<file path="src/awrs_pkg.sv">
// ----------------------------------------------------------------------------
// awrs_pkg
// Shared sizes, codes and controller/datapath interface types for the
// alternating weighted range sum tree.
// ----------------------------------------------------------------------------
package awrs_pkg;

  localparam int MAX_ELEMENTS = 1024;
  localparam int TREE_SLOTS   = 2 * MAX_ELEMENTS;
  localparam int ADDR_W       = $clog2(TREE_SLOTS);
  localparam int PTR_W        = $clog2(TREE_SLOTS + 1);
  localparam int CNT_W        = $clog2(MAX_ELEMENTS + 1);

  localparam int IDX_W = 10;
  localparam int VAL_W = 16;
  localparam int CFG_W = 11;
  localparam int SV_W  = 28;
  localparam int WV_W  = 40;

  // width for index arithmetic and compares that never wraps
  localparam int CALC_W = (PTR_W > IDX_W) ? (PTR_W + 1) : (IDX_W + 1);

  typedef enum logic {
    CMD_UPDATE = 1'b0,
    CMD_QUERY  = 1'b1
  } awrs_op_t;

  typedef enum logic [2:0] {
    ST_CLEAR,
    ST_IDLE,
    ST_UPD_LEAF,
    ST_UPD_WALK,
    ST_Q_LEFT,
    ST_Q_RIGHT,
    ST_Q_MUL,
    ST_Q_FIN
  } awrs_state_t;

  typedef struct packed {
    logic clr_start;
    logic clr_step;
    logic load;
    logic leaf_wr;
    logic walk_step;
    logic q_left;
    logic q_right;
    logic q_mul;
    logic q_fin;
  } awrs_cmd_t;

  typedef struct packed {
    logic clr_last;
    logic upd_ok;
    logic leaf_gt1;
    logic up_gt1;
    logic l_lt_r;
    logic out_free;
  } awrs_sts_t;

endpackage

</file>
<file path="src/awrs_ctrl.sv">
// ----------------------------------------------------------------------------
// awrs_ctrl
// Sequencer: clearing pass, update walk up the trees, query level walk and
// result finish.
// ----------------------------------------------------------------------------
module awrs_ctrl
  import awrs_pkg::*;
(
  input  logic      clk,
  input  logic      rst_n,
  input  logic      in_valid,
  input  logic      in_cmd,
  input  logic      cfg_valid,
  input  awrs_sts_t sts,
  output logic      in_ready,
  output awrs_cmd_t cmd
);

  awrs_state_t state_r, state_nxt;

  always_ff @(posedge clk) begin
    if (!rst_n) begin
      state_r <= ST_CLEAR;
    end else begin
      state_r <= state_nxt;
    end
  end

  always_comb begin
    state_nxt = state_r;
    cmd       = '0;
    in_ready  = 1'b0;
    case (state_r)
      ST_CLEAR: begin
        cmd.clr_step = 1'b1;
        if (sts.clr_last) begin
          state_nxt = ST_IDLE;
        end
      end
      ST_IDLE: begin
        in_ready = !cfg_valid;
        if (in_valid && !cfg_valid) begin
          cmd.load = 1'b1;
          if (in_cmd == CMD_QUERY) begin
            state_nxt = ST_Q_LEFT;
          end else if (sts.upd_ok) begin
            state_nxt = ST_UPD_LEAF;
          end
        end
      end
      ST_UPD_LEAF: begin
        cmd.leaf_wr = 1'b1;
        state_nxt   = sts.leaf_gt1 ? ST_UPD_WALK : ST_IDLE;
      end
      ST_UPD_WALK: begin
        cmd.walk_step = 1'b1;
        state_nxt     = sts.up_gt1 ? ST_UPD_WALK : ST_IDLE;
      end
      ST_Q_LEFT: begin
        if (sts.l_lt_r) begin
          cmd.q_left = 1'b1;
          state_nxt  = ST_Q_RIGHT;
        end else begin
          state_nxt = ST_Q_MUL;
        end
      end
      ST_Q_RIGHT: begin
        cmd.q_right = 1'b1;
        state_nxt   = ST_Q_LEFT;
      end
      ST_Q_MUL: begin
        cmd.q_mul = 1'b1;
        state_nxt = ST_Q_FIN;
      end
      ST_Q_FIN: begin
        if (sts.out_free) begin
          cmd.q_fin = 1'b1;
          state_nxt = ST_IDLE;
        end
      end
      default: begin
        state_nxt = ST_CLEAR;
      end
    endcase
    // a new element count invalidates the leaf layout: restart the clear
    if (cfg_valid) begin
      cmd.clr_start = 1'b1;
      state_nxt     = ST_CLEAR;
    end
  end

endmodule

</file>
<file path="config.mk">
export PLATFORM = sky130hd
export DESIGN_NAME = awrs_ctrl
export DESIGN_NICKNAME = d
export VERILOG_FILES = /design/src/awrs_pkg.sv /design/src/awrs_ctrl.sv
export SDC_FILE = /design/constraint.sdc
export NUM_CORES = 1
export LEC_CHECK = 0
export ABC_CLOCK_PERIOD_IN_PS = 1770
export BUFFER_PORTS_ARGS = -buffer_cell sky130_fd_sc_hd__buf_2
export CORE_AREA = 2 2 39 41
export CTS_CLUSTER_SIZE = 12
export DETAILED_ROUTE_END_ITERATION = 7
export DIE_AREA = 0 0 41 43
export PLACE_DENSITY = 0.61
export SYNTH_ARGS = -nofsm -noshare
export SYNTH_HDL_FRONTEND = slang
export SYNTH_SLANG_ARGS = --single-unit
</file>
<file path="constraint.sdc">
create_clock -name clk -period 1.77 [get_ports clk]
set_input_delay 0.354 -clock clk [delete_from_list [all_inputs] [get_ports clk]]
set_output_delay 0.354 -clock clk [all_outputs]
set_load 0.005 [all_outputs]
</file>
## After elaboration in Yosys (flattened, before gate mapping)

Cells that the tools add are included.

- Register bits: 3
- Bits of input ports: 11

- Equality and inequality tests: 11
- Muxes and demuxes: 22
- Bitwise logic cells: 1
- Reductions and logical operators: 5

Operators by type and width:

| cell | count |
|---|---|
| case mux 3 bit (8 select lines) | 1 |
| 2-to-1 mux 3 bit | 5 |
| 2-to-1 mux 1 bit | 13 |
| equality test 3 bit, second input constant | 4 |
| equality test 3 x 2 -> 1 bit, second input constant | 2 |
| 2-to-1 mux 2 bit | 3 |
| != test 2 bit, second input constant | 3 |
| AND reduction 4 bit | 1 |
| equality test 3 x 1 -> 1 bit, second input constant | 1 |
| logical NOT 3 bit | 1 |
| != test 3 bit, second input constant | 1 |
| OR reduction 2 bit | 1 |
| logical AND 1 bit | 1 |
| logical NOT 1 bit | 1 |
| inverter 1 bit | 1 |

## Logic depth before layout (Yosys ltp)

Gate-level depths: netlist of the first run.

- Word-level depth: 4
- Gate-level depth with buffers: 4
- Depth with buffers taken out: 4

## Worst setup path before layout of the first run

OpenSTA, ideal clock, no wires.

- Kind: reg2out
- Start point: register state_r[1]
- End point: output cmd[5] in the netlist's numbering
- Data arrival time: 0.830 ns
- Slack: 0.586 ns
- Cell stages (with the launch flop): 3
- Buffers on the path: 1
- Cells stage by stage: dfxtp_1 -> buf_2 -> nor3b_1

RTL lines:

| element | RTL line | source |
|---|---|---|
| start: declaration | awrs_ctrl.sv:19 | `awrs_state_t state_r, state_nxt;` |
| start signal: assignment | awrs_ctrl.sv:25 | `state_r <= state_nxt;` |
| end: declaration | awrs_ctrl.sv:16 | `output awrs_cmd_t cmd` |

==> out/results.ini, run 1 <==
[status]
outcome = finished clean

[cts]
cts_tree = done
clkLatencyLatePin_ns = 0.23
cts_buffers = 3
clk_path_buf_depth = 2
cts_setup_buffers = 0
clk_pin_slew_ns = 0.04
htreeDepth = 1
cts_root_buf = clkbuf_4
numClockSinks = 3

[synthesis]
synthFlopType = dfxtp_1
synth_area_um2 = 312.8
synth.distinct_cells = 24
synth_top_area_share_pct = 19.20
yosys.area.top_type = dfxtp_1
ys_seq_area_share_pct = 19.20
syn-instance-count = 44
async_flop_share_pct = 0
yosysMostFrequentCell = nor2_1
synth_seq_cells = 3
synth_commonest_cells = 6 x nor2_1, 4 x nand2_1
syn_area_per_cell_um2 = 7.109
synth_nets = 55
synth-edff-count = 0
synthTopCellsByArea = dfxtp_1 19%, nor4b_2 9.6%, nor2_1 7.2%
synth_warnings = 0

[timing]
setup_viol = 0
period_minus_slack_ns = 1.655
finalClockSkew_ns = 0.003631
rsz0062_at_grt = false
holdWs_ns = 0.4066
fmax_ghz = 0.6040
worst_slew_pin_slew_ns = 0.5171
finalMaxSlewViolations = 0
finalCritPeriodShare_pct = 93.53
finalHoldViolations = 0
tns_ns = 0
relSlewSlack_pct = 65.48

[die]
row_count = 14
core_mm2 = 0.001384
io_pins = 21
chipWidth_um = 41
die_y_um = 43
die_area_mm2 = 0.001763
initial_utilization_pct = 22.60

[critical_path]
r2r-start = state_r[1]$_SDFFE_PP0P_
cp-startpoint = state_r[2]$_SDFFE_PP0P_
path_class = reg2out
crit_path_start_kind = register
cp_data_required_time_ns = 1.42
critPathMaxFanout = 16
setup.worst_path.end_class = output port
worstPathArrival_ns = 1.30

[power_and_ir_drop]
p_seq_share_pct = 32.8
p_int_mw = 0.1721
peakVddDrop_mv = 0.2722
swShare_pct = 24.31
cellLeakagePower_nw = 0.2055
p_per_area_mw_per_mm2 = 519.2
switchingPower_mw = 0.05526
comb_power_share_pct = 14.0
p_clk_share_pct = 53.1

[min_path]
hp-start = sts[5]
hold_path_class = in2reg

[grt]
grt_pass1_wl_mm = 1.242
grt_util_met3_pct = 5.759
top_usage_layer = met1
use_met1_pct = 15.02
grt-ovfl-total = 0
antenna_found_initial = 0
grt_max_degree = 18
grtUsageMet2_pct = 12.19
grt_pass1_vias = 294
groute.usage.overall_pct = 10.32

[placed_design]
globalplace.congestion = 0.7293
portBuffers = 20
hpwlAfterDp_um = 583.8
placed_cell_area_um2 = 410.4

[drt]
routed_wirelength_um = 794
drt-vias-per-instance = 4.513
first_iter_violations = 5
wl_per_cell_um = 9.925
firstDrtPassIters = 4
drc_errors = 0
drt.antenna.violating_nets = 0
num_vias = 361

[finish]
diodes = 0
final_net_count = 76
syn_to_final_growth_pct = 40.00
num-fill-cells = 158
reg_top3 = state_r (3)
drive_above_1_share_pct = 43.75
largest-register = state_r
regArea_um2 = 61.31
final_cell_area_um2 = 437.9
multi_input_area_um2 = 226.5
largest_reg_flops = 3

[job]
drv_cap = 0

## area by class of cell
cell class                 instances  area share [%]
clock buffer                       4           6.000
multi-input combinational         36           51.71
inverter                           1          0.8571
timing repair buffer              20           22.86
sequential                         3           14.00
tap                               16           4.571
## stage by stage
| stage | instances | total power, mW | util (%) | setup WS [ns] |
|---|---|---|---|---|
| finish | 80 | 0.2274 | 31.65 | 0.1145 |
| global route | 80 | 0.2462 | 31.65 | 0.01057 |
| CTS | 80 | 0.2326 | 31.56 | 0.1155 |
| detailed placement | 76 | 0.1077 | 29.66 | 0.3765 |
| global placement | 76 | 0.1076 | 29.66 | 0.3692 |
| floorplan | 44 | 0.09098 | - | 0.5864 |
## metal layers
metal / vias to the layer above / share of wire (%) / routed length (um)
li1: 195 / - / -
met5: - / 0 / 0
met4: 0 / 1.1 / 9
met2: 18 / 41 / 325
met1: 146 / 48 / 380
met3: 2 / 9.9 / 79
## worst max-delay path, cell delays in order (launching register included)
cell and delay (ns):
dfxtp_1 0.63, nor4b_2 0.28, buf_2 0.15
## kinds of logic after synthesis
group | share of synthesized area [%]
and+or+nand+nor | 57.60
AOI/OAI and AO/OA | 14.80
buffers and inverters | 8.398
DFF | 19.20
## repair_timing
item	CTS	global route
setup endpoints to repair	0	1
gates resized for setup	0	1
hold buffers	0	0
## placed cells by master (no fill, tap or decap), drive strengths merged
master and n:
a21oi 1, a22oi 1, a31oi 1, and3b 2, and4 1, buf 20, clkbuf 4, dfxtp 3
inv 1, nand2 4, nand2b 1, nand3 1, nand3b 2, nor2 6, nor2b 3, nor3 4
nor3b 1, nor4 1, nor4b 2, o211ai 1, o21ai 4
## power by group through the flow
stage          registers (mW)  clock network, mW  logic (mW)
5_1_grt                0.0754              0.135      0.0355
6_report               0.0747              0.121      0.0319
3_3_place_gp           0.0752                  0      0.0324
4_1_cts                0.0743              0.126      0.0323
2_1_floorplan          0.0719                  0      0.0190
3_5_place_dp           0.0755                  0      0.0322
## path summary, 6_finish.rpt
kind / end / slack (ns) / depth (start not counted)
worst max register to register: state_r[1]$_SDFFE_PP0P_ / 0.48 / 4
worst max-delay path: cmd[3] / 0.11 / 2
worst min-delay path: state_r[0]$_SDFFE_PP0P_ / 0.41 / 3
worst min register to register: state_r[1]$_SDFFE_PP0P_ / 0.60 / 2
(Power assumes the default switching activity.)
==> inputs of run 2 (changes only) <==
- GPL_TIMING_DRIVEN: unset -> 0
- RECOVER_POWER: unset -> 100
==> out/results.ini, run 2 (synthesis gave the netlist of run 1 again) <==
[status]
outcome = finished clean  ; unchanged

[cts]
clk_path_buf_depth = 2  ; unchanged
clk_pin_slew_ns = 0.04  ; about the same
cts_setup_buffers = 0  ; unchanged
cts_tree = done  ; unchanged
numClockSinks = 3  ; unchanged
clkLatencyLatePin_ns = 0.23  ; about the same
htreeDepth = 1  ; unchanged
cts_root_buf = clkbuf_4  ; unchanged
cts_buffers = 3  ; unchanged

[die]
io_pins = 21  ; unchanged
initial_utilization_pct = 22.60  ; unchanged
die_y_um = 43  ; unchanged
core_mm2 = 0.001384  ; unchanged
row_count = 14  ; unchanged
chipWidth_um = 41  ; unchanged
die_area_mm2 = 0.001763  ; unchanged

[critical_path]
r2r-start = state_r[1]$_SDFFE_PP0P_  ; unchanged
crit_path_max_incr_delay_ns = 0.43  ; was 0.63 ns
critPathMaxFanout = 10  ; was 16
crit_chain = buf_2, nor4b_2, buf_2  ; was nor4b_2, buf_2
cp_data_required_time_ns = 1.42  ; about the same
reg2reg_slack_ns = 0.68  ; was 0.48 ns
cp_common_cell = buf_2
setup.worst_path.end_class = output port  ; unchanged
reg2reg_depth = 4  ; unchanged
path_class = reg2out  ; unchanged
cp_slowest_cell = dfxtp_1  ; unchanged
timing.rr.end = state_r[1]$_SDFFE_PP0P_  ; unchanged
worstPathArrival_ns = 1.28  ; was 1.30 ns
crit_path_start_kind = register  ; unchanged

[timing]
tns_ns = 0  ; unchanged
fmax_ghz = 0.6104  ; was 0.6040 GHz
worst_slew_pin_slew_ns = 0.2379  ; was 0.5171 ns
finalMaxSlewViolations = 0  ; unchanged
rsz0062_at_grt = false  ; unchanged
period_minus_slack_ns = 1.638  ; was 1.655 ns
setup_viol = 0  ; unchanged
finalCritPeriodShare_pct = 92.56  ; was 93.53%
finalClockSkew_ns = 0.001153  ; was 0.003631 ns
finalHoldViolations = 0  ; unchanged
relSlewSlack_pct = 84.02  ; was 65.48%
holdWs_ns = 0.4231  ; was 0.4066 ns

[drt]
first_iter_violations = 3  ; was 5
drt-vias-per-instance = 4.571  ; was 4.513
m1WireLength_um = 430  ; was 380 um
routed_wirelength_um = 863  ; was 794 um
highest_layer = met3  ; was met4
drt.antenna.violating_nets = 0  ; unchanged
drc_errors = 0  ; unchanged
num_vias = 384  ; was 361
firstDrtPassIters = 2  ; was 4
wl_met3_um = 64  ; was 79 um
wl_per_cell_um = 10.27  ; was 9.925 um
met2_length_um = 368  ; was 325 um

[min_path]
holdPathStages = 3  ; unchanged
hold_path_class = in2reg  ; unchanged
holdPathEnd = state_r[2]$_SDFFE_PP0P_  ; was state_r[0]$_SDFFE_PP0P_
hp-start = rst_n  ; was sts[5]

[finish]
largest-register = state_r  ; unchanged
drive_above_1_share_pct = 36.76  ; was 43.75%
final_cell_area_um2 = 450.4  ; was 437.9 um^2
largest_reg_flops = 3  ; unchanged
diodes = 0  ; unchanged
syn_to_final_growth_pct = 44.00  ; was 40.00%
mostFrequentLayoutCells = 15 x buf_2, 6 x nor2_1, 6 x clkbuf_1  ; was 20 x buf_2, 6 x nor2_1, 4 x nand2_1
final_net_count = 80  ; was 76
fin_util_pct = 32.55  ; was 31.65%
reg_top3 = state_r (3)  ; unchanged
final_common_cell = buf_2  ; unchanged
num-fill-cells = 164  ; was 158

[power_and_ir_drop]
p_per_area_mw_per_mm2 = 507.5  ; was 519.2 mW/mm^2
peakVddDrop_mv = 0.1301  ; was 0.2722 mV
cellLeakagePower_nw = 0.2047  ; was 0.2055 nW

[grt]
grt_pass1_wl_mm = 1.469  ; was 1.242 mm
groute.usage.overall_pct = 12.04  ; was 10.32%
antenna_found_initial = 0  ; unchanged
grt-ovfl-total = 0  ; unchanged
grt_pass1_vias = 350  ; was 294
grt_max_degree = 11  ; was 18

[placed_design]
hpwlAfterDp_um = 638  ; was 583.8 um
placed_cell_area_um2 = 432.9  ; was 410.4 um^2
portBuffers = 20  ; unchanged
globalplace.congestion = 0.8027  ; was 0.7293

[job]
drv_cap = 0  ; unchanged

run 2: metal layers:
metal / global-route usage (%) / vias to the layer above
li1: - / 205
met1: 16.67 / 163
met2: 16.25 / 16
met3: 2.094 / 0
met4: 8.000 / 0
met5: 0 / -
run 2: cell type report:
cell class | instances | area, um^2 | share of cell area [%]
tap | 16 | 20.02 | 4.444
timing repair buffer | 20 | 93.84 | 20.83
buffer | 4 | 25.02 | 5.556
multi-input combinational | 36 | 221.5 | 49.17
clock buffer | 4 | 26.28 | 5.833
inverter | 1 | 3.754 | 0.8333
sequential | 3 | 60.06 | 13.33
run 2: what timing repair did:
| action | CTS | global route |
|---|---|---|
| resized for setup | 0 | 1 |
| setup endpoints to repair | 0 | 1 |
| hold buffers | 0 | 0 |
run 2: worst max-delay path by stage:
stage | from | end | slack [ns] | depth (start not counted)
6_report | state_r[2]$_SDFFE_PP0P_ | cmd[3] | 0.13 | 3
5_1_grt | state_r[0]$_SDFFE_PP0P_ | in_ready | 0.01 | 3
4_1_cts | state_r[2]$_SDFFE_PP0P_ | cmd[3] | 0.09 | 3
3_5_place_dp | state_r[2]$_SDFFE_PP0P_ | cmd[3] | 0.35 | 3
3_3_place_gp | state_r[0]$_SDFFE_PP0P_ | in_ready | 0.38 | 3
2_1_floorplan | state_r[1]$_SDFFE_PP0P_ | cmd[5] | 0.59 | 2
run 2: through the flow:
stage | setup WS, ns | power (mW) | cells
after detailed placement | 0.3547 | 0.1105 | 80
after global placement | 0.3773 | 0.1102 | 80
after floorplan | 0.5864 | 0.09098 | 44
final | 0.1317 | 0.2286 | 84
after CTS | 0.09365 | 0.2353 | 84
after global routing | 0.01039 | 0.2462 | 84
run 2: critical path, delay by kind of cell, from the launching register on:
kind                   cells  cell delay [ns]
AND/OR/NAND/NOR            1             0.21
flip-flops                 1             0.43
buffers and inverters      2             0.41
run 2: power by group:
part           leakage (nW)  internal, mW  switching (mW)
Clock                0.0150        0.0845          0.0351
Combinational         0.165        0.0199          0.0174
Sequential           0.0243        0.0693         0.00244
==> inputs of run 3 (changes only) <==
- ABC_AREA: unset -> 1
- GPL_TIMING_DRIVEN: 0 -> unset
- PLACE_DENSITY: 0.61 -> 0.62
==> out/results.ini, run 3 <==
[die]
chipWidth_um = 41  ; unchanged
row_count = 14  ; unchanged
die_y_um = 43  ; unchanged
io_pins = 21  ; unchanged
die_area_mm2 = 0.001763  ; unchanged
core_mm2 = 0.001384  ; unchanged
initial_utilization_pct = 23.60  ; was 22.60%

[grt]
grt_pass1_wl_mm = 1.297  ; was 1.469 mm
groute.usage.overall_pct = 11.03  ; was 12.04%
grt-ovfl-total = 0  ; unchanged
antenna_found_initial = 0  ; unchanged
grt_max_degree = 12  ; was 11
grt_pass1_vias = 354  ; was 350

[timing]
relSlewSlack_pct = 79.04  ; was 84.02%
worst_slew_pin_slew_ns = 0.3141  ; was 0.2379 ns
period_minus_slack_ns = 1.657  ; was 1.638 ns
finalMaxSlewViolations = 0  ; unchanged
setup_viol = 0  ; unchanged
rsz0062_at_grt = false  ; unchanged
finalCritPeriodShare_pct = 93.61  ; was 92.56%
finalClockSkew_ns = 0.005535  ; was 0.001153 ns
holdWs_ns = 0.3858  ; was 0.4231 ns
fmax_ghz = 0.6036  ; was 0.6104 GHz
tns_ns = 0  ; unchanged
finalHoldViolations = 0  ; unchanged

[synthesis]
synth_nets = 70  ; was 55
synthFlopType = dfxtp_1  ; unchanged
synth.distinct_cells = 19  ; was 24
async_flop_share_pct = 0  ; unchanged
synth_area_um2 = 326.6  ; was 312.8 um^2
synth_top_area_share_pct = 18.39  ; was 19.20%
yosys.area.top_type = dfxtp_1  ; unchanged
synthTopCellsByArea = dfxtp_1 18%, nor2_1 14%, nand3_1 12%  ; was dfxtp_1 19%, nor4b_2 9.6%, nor2_1 7.2%
ys_seq_area_share_pct = 18.39  ; was 19.20%
synth_seq_cells = 3  ; unchanged
syn-instance-count = 59  ; was 44
yosysMostFrequentCell = nor2_1  ; unchanged
syn_area_per_cell_um2 = 5.535  ; was 7.109 um^2
synth_commonest_cells = 12 x nor2_1, 10 x inv_1, 10 x nand2_1  ; was 6 x nor2_1, 4 x nand2_1
synth_warnings = 0  ; unchanged
synth-edff-count = 0  ; unchanged

[finish]
syn_to_final_growth_pct = 32.95  ; was 44.00%
diodes = 0  ; unchanged
num-fill-cells = 176  ; was 164
fin_util_pct = 31.37  ; was 32.55%
mostFrequentLayoutCells = 14 x nor2_1, 14 x buf_2, 11 x inv_1  ; was 15 x buf_2, 6 x nor2_1, 6 x clkbuf_1
drive_above_1_share_pct = 26.25  ; was 36.76%
largest-register = state_r  ; unchanged
reg_top3 = state_r (3)  ; unchanged
final_cell_area_um2 = 434.2  ; was 450.4 um^2
largest_reg_flops = 3  ; unchanged
final_net_count = 92  ; was 80

[min_path]
hold_path_class = in2reg  ; unchanged

[critical_path]
crit_path_start_kind = register  ; unchanged
setup.worst_path.end_class = output port  ; unchanged
critPathMaxFanout = 11  ; was 10
cp_data_required_time_ns = 1.42  ; about the same
worstPathArrival_ns = 1.30  ; was 1.28 ns
path_class = reg2out  ; unchanged

[cts]
hold_buffers = 0  ; unchanged
cts_setup_buffers = 0  ; unchanged
clk_path_buf_depth = 2  ; unchanged
htreeDepth = 1  ; unchanged
cts-resized-gates = 0  ; unchanged
clkLatencyLatePin_ns = 0.24  ; was 0.23 ns
cts_tree = done  ; unchanged
numClockSinks = 3  ; unchanged
cts_buffers = 3  ; unchanged
clk_pin_slew_ns = 0.04  ; about the same
cts_root_buf = clkbuf_4  ; unchanged

[drt]
firstDrtPassIters = 4  ; was 2
first_iter_violations = 10  ; was 3
drc_errors = 0  ; unchanged
drt.antenna.violating_nets = 0  ; unchanged
routed_wirelength_um = 826  ; was 863 um
drt-vias-per-instance = 4.490  ; was 4.571
wl_per_cell_um = 8.604  ; was 10.27 um
num_vias = 431  ; was 384

[status]
outcome = finished clean  ; unchanged

[placed_design]
globalplace.congestion = 0.8349  ; was 0.8027
hpwlAfterDp_um = 654.5  ; was 638 um
portBuffers = 20  ; unchanged
placed_cell_area_um2 = 422.9  ; was 432.9 um^2

[power_and_ir_drop]
p_per_area_mw_per_mm2 = 557.6  ; was 507.5 mW/mm^2
peakVddDrop_mv = 0.1745  ; was 0.1301 mV
cellLeakagePower_nw = 0.2625  ; was 0.2047 nW
fin_total_pwr_mw = 0.2421  ; was 0.2286 mW

[job]
drv_cap = 0  ; unchanged

## run 3: worst paths after layout
kind | startpoint | to | slack [ns] | cells past startpoint
hold / removal | rst_n | state_r[1]$_SDFFE_PP0P_ | 0.39 | 3
hold reg to reg | state_r[0]$_SDFFE_PP0P_ | state_r[1]$_SDFFE_PP0P_ | 0.61 | 2
setup / recovery | state_r[2]$_SDFFE_PP0P_ | cmd[0] | 0.11 | 3
setup reg to reg | state_r[2]$_SDFFE_PP0P_ | state_r[1]$_SDFFE_PP0P_ | 0.52 | 6
## run 3: routing by layer
layer,up-vias,GRT usage [%],routed length [um]
li1,225,-,-
met1,180,12.82,383
met2,24,16.25,349
met3,2,1.571,73
met4,0,10.00,20
met5,-,0,0
## run 3: kinds of logic (layout without fill, tap and decap cells)
kind of cell / count (synthesis) / in the layout / share of synthesized area [%]
AND/OR/NAND/NOR: 37 / 37 / 53.64
buffers and inverters: 14 / 35 / 19.92
AO/OA/AOI/OAI: 5 / 5 / 8.047
flip-flops: 3 / 3 / 18.39
## run 3: through the flow
stage | std cells | worst slack (ns)
2_1_floorplan | 59 | 0.5563
3_3_place_gp | 92 | 0.4356
4_1_cts | 96 | 0.1305
5_1_grt | 96 | 0.02957
3_5_place_dp | 92 | 0.3972
6_report | 96 | 0.1132
## run 3: layout make-up
| class | instances | area (um^2) | share of cell area [%] |
|---|---|---|---|
| repair buffers | 20 | 95.09 | 21.90 |
| flip-flops and latches | 3 | 60.06 | 13.83 |
| multi-input cells | 42 | 191.4 | 44.09 |
| well taps | 16 | 20.02 | 4.611 |
| inverters | 11 | 41.29 | 9.510 |
| clock buffers | 4 | 26.28 | 6.052 |
## run 3: report_power, final
group	switching [mW]	internal [mW]
clock network	0.0414	0.0849
logic	0.0245	0.0194
registers	0.00228	0.0696
## run 3: critical path, cell delays in order, from the launching register on
cell and delay [ns]:
dfxtp_1 0.39, inv_1 0.19, nor4_1 0.31, buf_2 0.16
